===== config.mk =====
export PLATFORM = sky130hd
export DESIGN_NAME = mlpbg_front
export DESIGN_NICKNAME = d
export VERILOG_FILES = /design/src/rtl/mlpbg_pkg.sv /design/src/rtl/mlpbg_front.sv
export SDC_FILE = /design/constraint.sdc
export NUM_CORES = 1
export LEC_CHECK = 0
export ABC_AREA = 0
export BUFFER_PORTS_ARGS = -buffer_cell sky130_fd_sc_hd__buf_2
export CORE_UTILIZATION = 25
export DETAILED_ROUTE_END_ITERATION = 6
export GPL_TIMING_DRIVEN = 0
export PLACE_DENSITY = 0.86
export SYNTH_ARGS = -nofsm -noshare
export SYNTH_HDL_FRONTEND = slang
export SYNTH_SLANG_ARGS = --single-unit

===== constraint.sdc =====
create_clock -name vclk -period 1.9
set_input_delay 0.475 -clock vclk [all_inputs]
set_output_delay 0.475 -clock vclk [all_outputs]
set_load 0.1 [all_outputs]

===== src/rtl/mlpbg_pkg.sv =====
// Shared types and constants for the legato pitch-bend glide block.
// Used by the front, divider, back and top modules; has no dependencies of its own.
package mlpbg_pkg;

    typedef struct packed {
        logic        req_type;
        logic [7:0]  midi_status;
        logic [6:0]  midi_data1;
        logic [6:0]  midi_data2;
        logic [19:0] elapsed_us;
    } in_t;

    typedef struct packed {
        logic [7:0] out_status;
        logic [6:0] out_data1;
        logic [6:0] out_data2;
        logic       last_of_run;
    } out_t;

    typedef struct packed {
        logic [23:0] bend_time_us;
        logic        curve_mode;
    } cfg_t;

    typedef struct packed {
        logic        is_tick;
        logic [19:0] elapsed;
        logic [7:0]  status;
        logic [6:0]  data1;
        logic [6:0]  data2;
        logic        ch_ok;
        logic        is_cc_range;
        logic        is_on;
        logic        is_off;
    } item_t;

    localparam logic [7:0]  ST_NOTE_OFF   = 8'h80;
    localparam logic [7:0]  ST_NOTE_ON    = 8'h90;
    localparam logic [7:0]  ST_CC         = 8'hB0;
    localparam logic [7:0]  ST_BEND       = 8'hE0;
    localparam logic [7:0]  ST_TYPE_MASK  = 8'hF0;
    localparam logic [6:0]  CC_BEND_RANGE = 7'h14;
    localparam logic [6:0]  NEUTRAL       = 7'd64;
    localparam logic [6:0]  MAX7          = 7'd127;
    localparam logic [7:0]  NO_TARGET     = 8'hFF;
    localparam logic [22:0] NEUTRAL_Q16   = 23'h400000;
    localparam logic [22:0] MAX_Q16       = 23'h7F0000;
    localparam logic [16:0] P_ONE         = 17'h10000;
    localparam logic [17:0] THREE_Q16     = 18'h30000;
    localparam logic [4:0]  DIV_STEPS     = 5'd16;

    localparam logic REG_BEND_TIME = 1'b0;
    localparam logic REG_CURVE     = 1'b1;

endpackage


===== src/rtl/mlpbg_front.sv =====
// Input side: accepts items and classifies each MIDI event before queueing.
// Depends on mlpbg_pkg.
module mlpbg_front #(
    parameter int NUM_CHANNELS = 16
) (
    input  logic            s_valid,
    output logic            s_ready,
    input  mlpbg_pkg::in_t  s_data,
    input  logic            q_full,
    output logic            q_push,
    output mlpbg_pkg::item_t q_item
);
    import mlpbg_pkg::*;

    logic [7:0] msg_type;

    assign s_ready  = !q_full;
    assign q_push   = s_valid && !q_full;
    assign msg_type = s_data.midi_status & ST_TYPE_MASK;

    always_comb begin
        q_item.is_tick     = s_data.req_type;
        q_item.elapsed     = s_data.elapsed_us;
        q_item.status      = s_data.midi_status;
        q_item.data1       = s_data.midi_data1;
        q_item.data2       = s_data.midi_data2;
        q_item.ch_ok       = {1'b0, s_data.midi_status[3:0]} < 5'(NUM_CHANNELS);
        q_item.is_cc_range = (msg_type == ST_CC) && (s_data.midi_data1 == CC_BEND_RANGE);
        q_item.is_on       = (msg_type == ST_NOTE_ON) && (s_data.midi_data2 != '0);
        q_item.is_off      = (msg_type == ST_NOTE_OFF) ||
                             ((msg_type == ST_NOTE_ON) && (s_data.midi_data2 == '0));
    end
endmodule


==> flow_summary.ini <==
[synth]
syn_area_um2 = 423
netlist_instances = 56
synth.distinct_cells = 10
yosysTopAreaCell = buf_4
synth_area_leaders = buf_4 (78%), nor4bb_1 (4.7%), o41ai_2 (3.8%)
ys.warnings.count = 0
synth_top_area_frac = 0.781
syn_nets = 101
syn_avg_cell_area_um2 = 7.55
yosysSeqAreaShare = 0

[global_route]
track_usage = 0.103
grt-ovfl-total = 0
grt_pass1_vias = 482
antenna_found_initial = 0
grt_pass1_wl_um = 1620
grt_max_degree = 4

[die]
core-area_mm2 = 0.00154
dieArea_mm2 = 0.00186
row_count = 14
ioPinCount = 94
start_util = 0.274
dieWidth_um = 43.1
die_y_um = 43.1

[routing]
route.detailed.drc = 0
antenna_left = 0
via_count = 541
dr.pass1.iters = 1
first_iter_violations = 0
highest_layer = met3
vias_per_cell = 3.84
m1WireLength_um = 291
wl_met2_um = 649
met3_length_um = 201
wire_per_inst_um = 8.10
finalWirelength_um = 1140

[sta]
setup_slack_ns = -0.319
hold_viol_final = 0
fin_crit_sh = 1.17
drv_slew = 0
rsz0062_at_grt = true
post-route-min-period_ns = 2.22
setup_violations = 2
max_freq_ghz = 0.451

[layout]
seq_cells = 0
register_area_um2 = 0
num_antenna_cells = 0
syn_to_final_growth_pct = 104
final_cell_mix = buf_2 (64), buf_4 (45), nor4bb_1 (2), buf_6 (2), buf_12 (2)
final_nets = 172
final_common_cell = buf_2
clock_buffers = 0
final_cells = 141
post-route-util = 0.560
drive_gt1_frac = 0.952

[critical_path]
critPathLaunch = s_data[22]
worst_setup_path_start_kind = primary input
worst_setup_path_end_kind = primary output
crit_end = q_item[0]
cp_data_arrival_time_ns = 1.74
crit_type = in2out
critPathMaxFanout = 2
cp.required_ns = 1.42

[hold_path]
whs_path_depth = 2
hp-class = in2out

[run_status]
violations = setup timing
status = complete, but fails checks

[placed_design]
place_inst = 140
place_ws_ns = -0.588
place.gp.congestion = 0.652
dp_hpwl_um = 1070
io_buffers = 68

[power]
p_leak_nw = 0.544
ir_drop_mv = 0.348
p_total_mw = 0.550
powerDensity_mw_per_mm2 = 636

[flow_run]
maxCapViolCount = 0
-- where the power goes --
| group | switching [mW] | internal, mW |
|---|---|---|
| logic | 0.432 | 0.118 |
| clock network | 0 | 0 |
| registers | 0 | 0 |
| total | 0.432 | 0.118 |
-- synthesized netlist by cell type, drive strengths merged --
cell type,n
nor2,2
o41ai,1
inv,1
or4,1
and4,1
buf,44
conb,1
nor4bb,2
or3b,1
nor2b,2
-- metrics by stage --
stage	setup TNS, ns	hold slack (ns)	area (um^2)
after floorplan	-0.724	1.12	448
after global placement	-0.994	1.33	808
after detailed placement	-1.01	1.33	808
after CTS	-0.625	1.33	860
after global routing	-0.682	1.34	863
final	-0.612	1.33	863
-- critical path, stage by stage --
cell and delay [ns]:
buf_6 0.09, or4_4 0.53, o41ai_4 0.24, nor2b_4 0.22
buf_12 0.18
-- timing repair --
item                       in CTS  in global routing
gates resized for setup        11                  1
setup buffers                   1                  0
hold buffers                    0                  0
setup endpoints to repair       3                  3
-- cell type report --
class	count	area, um^2
Buffer	44	330
Fill cell	140	678
Inverter	1	3.75
Multi-Input combinational cell	11	119
Tap cell	16	20.0
Timing Repair Buffer	69	390
-- cell families after synthesis --
| logic type | count (synthesis) | synth area share |
|---|---|---|
| compound gates | 1 | 0.0385 |
| buf+inv | 45 | 0.790 |
| other cells | 1 | 0.00887 |
| simple gates | 9 | 0.163 |
-- how the worst min path moves through the flow --
stage / from / end / slack, ns
floorplan: q_full / q_push / 1.12
global placement: s_data[8] / q_item[34] / 1.33
detailed placement: s_data[12] / q_item[38] / 1.33
CTS: s_data[12] / q_item[38] / 1.33
global route: s_data[34] / q_item[18] / 1.34
finish: s_data[12] / q_item[38] / 1.33
-- routing by layer --
metal | up-vias | global-route usage
met3 | 0 | 0.0213
met4 | 0 | 0
met1 | 214 | 0.0734
met2 | 55 | 0.257
li1 | 272 | -
met5 | - | 0
Note: power is estimated with default switching activity, not from simulation.
