## src/rtl/mlpbg_queue.sv

```systemverilog
// Small register queue between the front and back parts.
// Depends on nothing but its parameters.
module mlpbg_queue #(
    parameter int DEPTH = 4,
    parameter int WIDTH = 8
) (
    input  logic             aclk,
    input  logic             aresetn,
    input  logic             push,
    input  logic [WIDTH-1:0] wdata,
    output logic             full,
    input  logic             pop,
    output logic             empty,
    output logic [WIDTH-1:0] rdata
);
    localparam int AW = (DEPTH > 1) ? $clog2(DEPTH) : 1;
    localparam int CW = $clog2(DEPTH + 1);

    logic [WIDTH-1:0] mem_reg [0:DEPTH-1];
    logic [AW-1:0]    wptr_reg;
    logic [AW-1:0]    rptr_reg;
    logic [CW-1:0]    count_reg;

    assign full  = (count_reg == CW'(DEPTH));
    assign empty = (count_reg == '0);
    assign rdata = mem_reg[rptr_reg];

    always_ff @(posedge aclk) begin
        if (push) begin
            mem_reg[wptr_reg] <= wdata;
        end
    end

    always_ff @(posedge aclk) begin
        if (!aresetn) begin
            wptr_reg  <= '0;
            rptr_reg  <= '0;
            count_reg <= '0;
        end else begin
            if (push) begin
                wptr_reg <= (wptr_reg == AW'(DEPTH - 1)) ? '0 : wptr_reg + 1'b1;
            end
            if (pop) begin
                rptr_reg <= (rptr_reg == AW'(DEPTH - 1)) ? '0 : rptr_reg + 1'b1;
            end
            if (push && !pop) begin
                count_reg <= count_reg + 1'b1;
            end else if (pop && !push) begin
                count_reg <= count_reg - 1'b1;
            end
        end
    end
endmodule

```

## config.mk

```make
export PLATFORM = sky130hd
export DESIGN_NAME = mlpbg_queue
export DESIGN_NICKNAME = d
export VERILOG_FILES = /design/src/rtl/mlpbg_queue.sv
export SDC_FILE = /design/constraint.sdc
export NUM_CORES = 1
export LEC_CHECK = 0
export ABC_AREA = 1
export BUFFER_PORTS_ARGS = -buffer_cell sky130_fd_sc_hd__buf_4
export CORE_ASPECT_RATIO = 1.75
export CORE_MARGIN = 5
export CORE_UTILIZATION = 45
export CTS_BUF_LIST = sky130_fd_sc_hd__clkbuf_4
export CTS_CLUSTER_DIAMETER = 100
export CTS_CLUSTER_SIZE = 28
export DETAILED_ROUTE_END_ITERATION = 10
export PLACE_DENSITY = 0.64
export SLEW_MARGIN = 5
export SYNTH_ARGS = -nofsm -noshare
export SYNTH_HDL_FRONTEND = slang
export SYNTH_SLANG_ARGS = --single-unit
```

## constraint.sdc

```tcl
create_clock -name aclk -period 1.55 [get_ports aclk]
set_input_delay 0.155 -clock aclk [delete_from_list [all_inputs] [get_ports aclk]]
set_output_delay 0.155 -clock aclk [all_outputs]
set_load 0.05 [all_outputs]
```

==> results.md, run 1 <==
* Antenna viol nets, final at 0
* MaxCap Viol Count at 0
* Area taken by multi-input logic gates at 497 sq um
* Critical path fanouts, max at 5
* Die W at 55.8 um
* Iteration-0 DRC Markers at 25
* Clk buf depth at 2
* Mapped Area at between 1500 and 2000 sq um
* Final worst setup slack at 38.7 ps
* Max FFs per register at 32
* Simple-gate share of the synthesized area at 0.0947
* Sequential area share after synthesis at 0.691
* Final setup viols at 0
* Leakage Power at between 0.0008 and 0.0009 uW
* Critical Path End Type: primary output
* Gpl congestion at about 0.7
* Kind of critical path: reg2out
* Total negative slack at 0 ps
* Critical R2R Launch: wptr_reg[0]
* Fill cells at 299
* Post-DP HPWL at between 2000 and 2500 um
* TritonRoute pass-1 iters at 4
* Placement Cell Area at 1900 sq um
* Drt wl/cell at 14.1 um
* Final nets at 193
* Cell row count at 29
* Peak supply drop at 0.640 mV
* Worst Clk Skew at 11.0 ps
* Asr flop ratio synth at 0
* Rel. slew slack at 0.737
* Die extent in y at 90.1 um
* Slowest stage cell on the critical path: dfxtp_4
* Clk_lat worst skew at 340 ps
* CP max stage delay at 410 ps
* Critical Path End: rdata[2]
* Fin crit period at 1510 ps
* GRT Total Usage at 0.126
* Mux cell area share after synthesis at 0
* Share of layout cells above drive strength 1 at 0.314
* Residual DRC at 0
* Final wirelength at 3120 um
* Final Hold Vio Count at 0
* # diodes at 0
* Crit-path cells: buf_4 -> o21ai_0 -> o22ai_2 -> buf_6
* Vias per cell at 5.02
* Register bit total from synthesis at 41
* Top FF cell, synth: edfxtp_1
* Clock sinks at 41
* Initial Util at 0.460
* Maximum clock rate at 0.662 GHz
* Post-synth top area cell: edfxtp_1
* Synth top area cells: edfxtp_1, dfxtp_1, nor2_1, ha_1, o21ai_0
* Post-synth EDFFs at 32
* Pre-CTS setup slack at 97.9 ps
* TritonCTS buffer count at 5
* Area of the die at between 5000 and 6000 sq um
* Syn_nets at 154
* Vias in the first global route at 1165
* Status: finished clean
* Synth Area in XOR/XNOR at 0.00530
* Most common cell in the netlist: edfxtp_1
* Synth Area in Compound Gates at 0.102
* Initial antenna violation count at 0
* Reg2reg path depth at 3
* WP depth at 4
* Unique masters post-synth at 19
* Synth Area in Adders at 0.0576
* Pin count of the biggest net entering global routing at 17
* Synth cell count leaders: edfxtp_1, nor2_1, inv_1, o21ai_0, dfxtp_1
* Root Driver: clkbuf_4
* Avg Inst Size Synth at 12.2 sq um
* YS warnings at 0
* CTS tree: yes
* I/O Pins at 22
* Worst Tran Pin Value at 395 ps
* Largest family of logic cells by synthesized area: compound AO/OA/AOI/OAI gates
* Worst-path clk slew at around 110 ps
* Layout area overhead at 31.6%
* WP buf/inv at 2
* Hold crit path type: in2reg
* Critical path's top delay family: flip-flops
* Post-synth top area share at 0.582
* Vias post-DR at 1110
* Fin area at 2170 sq um
* Max Slew Vio Count at 0
* Crit path DAT at 1360 ps
* Seq. cell area at 1150 sq um
* Power per cell area at 1140 nW/um^2
* Gr ovfl total at 0
* Critical path required time at 1390 ps
* Worst reg-to-reg setup slack at 240 ps
* H-tree depth at 2
* First-pass GRT wire length at 4730 um
* Period utilization at 0.975
* Post-Syn Instances at roughly 140
* Startpoint type of the worst setup path: flop
* Reg2reg end: mem_reg[3][4]
* RSZ-0062 raised after global routing: yes
* Core ar. at 3590 sq um
* Input/output buffers at 21
stage by stage:
stage / utilization / instances / total power, uW / hold slack [ps]
detailed placement: 0.528 / 202 / 1770 / 358
global placement: 0.528 / 202 / 1750 / 354
CTS: 0.571 / 215 / 2440 / 0.657
finish: 0.605 / 221 / 2490 / 18.5
global route: 0.605 / 221 / 2610 / -5.09
floorplan: - / 135 / 1620 / 254
worst reg2reg max path, cell delays in order (launching register included):
cell and delay, ps:
dfxtp_1 420, ha_1 200, nand2_1 60, inv_1 300
metal layers:
layer / up-vias / routed length, um / GRT usage
met5: - / 0 / 0
met4: 0 / 158 / 0.0994
met3: 16 / 123 / 0.0372
met2: 28 / 1740 / 0.227
met1: 519 / 1100 / 0.112
li1: 547 / - / -
cell type report:
type                       count  area share
clock buffer                   6      0.0207
clock inverter                 2      0.0155
inverter                      16      0.0322
multi-input combinational     76       0.229
sequential                    41       0.528
tap                           46      0.0265
timing repair buffer          34       0.148
report_power, final:
| group | internal, uW | switching (uW) | leakage [uW] |
|---|---|---|---|
| combinational | 206 | 332 | 0.000461 |
| sequential | 1250 | 39.7 | 0.000370 |
| clock | 353 | 310 | 0.0000433 |
| total | 1810 | 682 | 0.000875 |
cell usage in the layout (no fill, tap or decap), types with 3 or more instances in the layout:
| cell type | instances |
|---|---|
| buf_4 | 14 |
| nand2_1 | 8 |
| inv_1 | 14 |
| o22ai_2 | 8 |
| dlygate4sd3_1 | 7 |
| nor3_1 | 4 |
| o21ai_1 | 4 |
| buf_6 | 13 |
| dfxtp_1 | 7 |
| o21ai_0 | 8 |
| o21ai_2 | 7 |
| nor2_1 | 22 |
| a21oi_1 | 3 |
| clkbuf_4 | 6 |
| ha_1 | 6 |
| edfxtp_1 | 32 |
cell families (layout without fill, tap and decap cells):
| group | Yosys count | after routing |
|---|---|---|
| fa+ha+maj | 7 | 7 |
| flops | 41 | 41 |
| simple gates | 38 | 38 |
| compound gates | 30 | 30 |
| buf+inv | 18 | 58 |
| xor+xnor | 1 | 1 |
how the worst min path moves through the flow:
stage | startpoint | to | slack [ps] | cells after the start
5_1_grt | wdata[5] | mem_reg[3][5] | -5 | 1
6_report | wdata[5] | mem_reg[3][5] | 20 | 1
3_3_place_gp | wdata[4] | mem_reg[0][4] | 350 | 1
4_1_cts | wdata[1] | mem_reg[0][1] | 0.7 | 1
2_1_floorplan | wdata[0] | mem_reg[0][0] | 250 | 0
3_5_place_dp | wdata[4] | mem_reg[2][4] | 360 | 1
timing repair:
item	CTS	global route
gates resized for setup	12	26
endpoints found under the hold margin	20	8
buffers inserted	0	4
pin swaps	2	6
setup endpoints to repair	8	8
hold buffers	5	2
(Power assumes the default switching activity.)
==> inputs of run 2 (changes only) <==
Settings changed: CORE_MARGIN 5 to 4, TNS_END_PERCENT set to 5.
==> run 2 against run 1 <==
  * Count of clock-buffer cells in the layout did not move
  * Die area decreased by 5.7%
  * Sequential cell count unchanged
  * Global-route usage grew 2.1 points
  * Utilization grew 0.86 points
  * Clock power rose by 0.8%
  * Total power fell by 0.83%
  * Sequential share of layout area rose by 1.1 points
==> results.md, run 2 (synthesized netlist as in run 1, its figures left out) <==
* Status: finished clean (unchanged)
* Placement Cell Area at 1850 sq um (was 1900 sq um)
* First-pass GRT wire length at 4830 um (was 4730 um)
* Initial antenna violation count at 0 (unchanged)
* Max Slew Vio Count at 0 (unchanged)
* GRT Total Usage at 0.147 (was 0.126)
* I/O Pins at 22 (unchanged)
* Cell row count at 28 (was 29)
* Most frequent cells in the layout: edfxtp_1, nor2_1, buf_4, inv_1 (was edfxtp_1, nor2_1, inv_1, buf_4, buf_6)
* Startpoint type of the worst setup path: flop (unchanged)
* Root Driver: clkbuf_4 (unchanged)
* Crit path DAT at 1370 ps (was 1360 ps)
* Final Hold Vio Count at 0 (unchanged)
* Power per cell area at 1160 nW/um^2 (was 1140 nW/um^2)
* Share of layout cells above drive strength 1 at 0.289 (was 0.314)
* Seq. cell area at 1150 sq um (unchanged)
* Peak supply drop at 0.740 mV (was 0.640 mV)
* CTS tree: yes (unchanged)
* Iteration-0 DRC Markers at 12 (was 25)
* Fin crit period at 1530 ps (was 1510 ps)
* Critical path fanouts, max at 8 (was 5)
* Residual DRC at 0 (unchanged)
* TritonRoute pass-1 iters at 4 (unchanged)
* TritonCTS buffer count at 5 (unchanged)
* Power Total at 2470 uW (was 2490 uW)
* Vias in the first global route at 1088 (was 1165)
* Final nets at 191 (was 193)
* Area of the die at 4740 sq um (was 5030 sq um)
* Hold crit path type: in2reg (unchanged)
* Drt wl/cell at 14.5 um (was 14.1 um)
* Leakage Power at 0.000852 uW (was 0.000875 uW)
* Maximum clock rate at 0.655 GHz (was 0.662 GHz)
* Fin util at 0.614 (was 0.605)
* Fin area at 2130 sq um (was 2170 sq um)
* Antenna viol nets, final at 0 (unchanged)
* Clock sinks at 41 (unchanged)
* Worst-path clk slew at 110 ps (about the same)
* Gr ovfl total at 0 (unchanged)
* Critical path required time at 1390 ps (about the same)
* Gpl congestion at 0.693 (was 0.685)
* Vias post-DR at 1121 (was 1110)
* RSZ-0062 raised after global routing: yes (unchanged)
* Post-DP HPWL at 2120 um (was 2160 um)
* Area taken by multi-input logic gates at 477 sq um (was 497 sq um)
* Die extent in y at 88.1 um (was 90.1 um)
* Final setup viols at 0 (unchanged)
* Die W at 53.8 um (was 55.8 um)
* Worst Tran Pin Value at 377 ps (was 395 ps)
* Final wirelength at 3170 um (was 3120 um)
* Layout area overhead at 28.9% (was 31.6%)
* Pin count of the biggest net entering global routing at 17 (unchanged)
* Worst Clk Skew at 7.83 ps (was 11.0 ps)
* MaxCap Viol Count at 0 (unchanged)
* Clk buf depth at 2 (unchanged)
* Commonest non-fill, non-tap cell in the layout: edfxtp_1 (unchanged)
* Fill cells at 292 (was 299)
* Initial Util at 0.476 (was 0.460)
* Core ar. at 3470 sq um (was 3590 sq um)
* Max FFs per register at 32 (unchanged)
* Kind of critical path: reg2out (unchanged)
* Final worst setup slack at 23.1 ps (was 38.7 ps)
* Rel. slew slack at 0.748 (was 0.737)
* Pre-CTS setup slack at 83.0 ps (was 97.9 ps)
* H-tree depth at 2 (unchanged)
* # diodes at 0 (unchanged)
* Clk_lat worst skew at 330 ps (was 340 ps)
* Critical Path End Type: primary output (unchanged)
* Period utilization at 0.985 (was 0.975)
* Input/output buffers at 21 (unchanged)
* Vias per cell at 5.14 (was 5.02)
==> run 2: changes by cell type in the layout (fill, tap and decap cells not counted), sizes merged <==
cell / before / now
clkbuf: 6 / 7
buf: 27 / 24
==> run 2: path summary, 6_finish.rpt <==
kind                     from            end  slack [ps]  cells after the start
hold reg to reg   wptr_reg[1]    wptr_reg[1]         540                      2
hold / removal       wdata[5]  mem_reg[3][5]          20                      1
setup / recovery         flop       rdata[6]          20                      4
setup reg to reg  wptr_reg[0]  mem_reg[3][5]         260                      3
==> run 2: power by group <==
group	switching [uW]	internal [uW]	total, uW
registers	41.2	1250	1290
logic	324	187	511
clock network	313	356	669
total	678	1790	2470
==> run 2: through the flow <==
stage	cells	hold slack [ps]	setup TNS, ps
after global placement	200	353	0
after global routing	218	5.71	-225
after floorplan	135	254	-110
final	218	23.0	0
after CTS	212	0.428	0
after detailed placement	200	357	0
==> run 2: timing repair <==
action | CTS | global route
pin swaps | 0 | 9
endpoints found under the setup margin | 8 | 8
gates cloned | 0 | 1
hold endpoints to repair | 15 | 11
gates resized for setup | 11 | 22
hold buffers | 4 | 3
buffers inserted | 0 | 2
==> run 2: per-layer routing <==
metal / GRT usage / vias up / routed length, um
met5: 0 / - / 0
met4: 0.0814 / 0 / 97
met3: 0.0511 / 9 / 198
met2: 0.266 / 33 / 1810
met1: 0.135 / 529 / 1060
li1: - / 550 / -
==> run 2: critical path, cell delays in order, from the launching register on <==
cell and delay, ps:
dfxtp_4 420, clkbuf_16 160, o21ai_1 70, o22ai_1 160, buf_4 220
==> run 2: final cells by class <==
type | count | area share
clock buffer | 6 | 0.0212
sequential | 41 | 0.540
timing repair buffer | 32 | 0.141
clock inverter | 2 | 0.0165
multi-input combinational | 76 | 0.224
inverter | 16 | 0.0317
tap | 45 | 0.0265
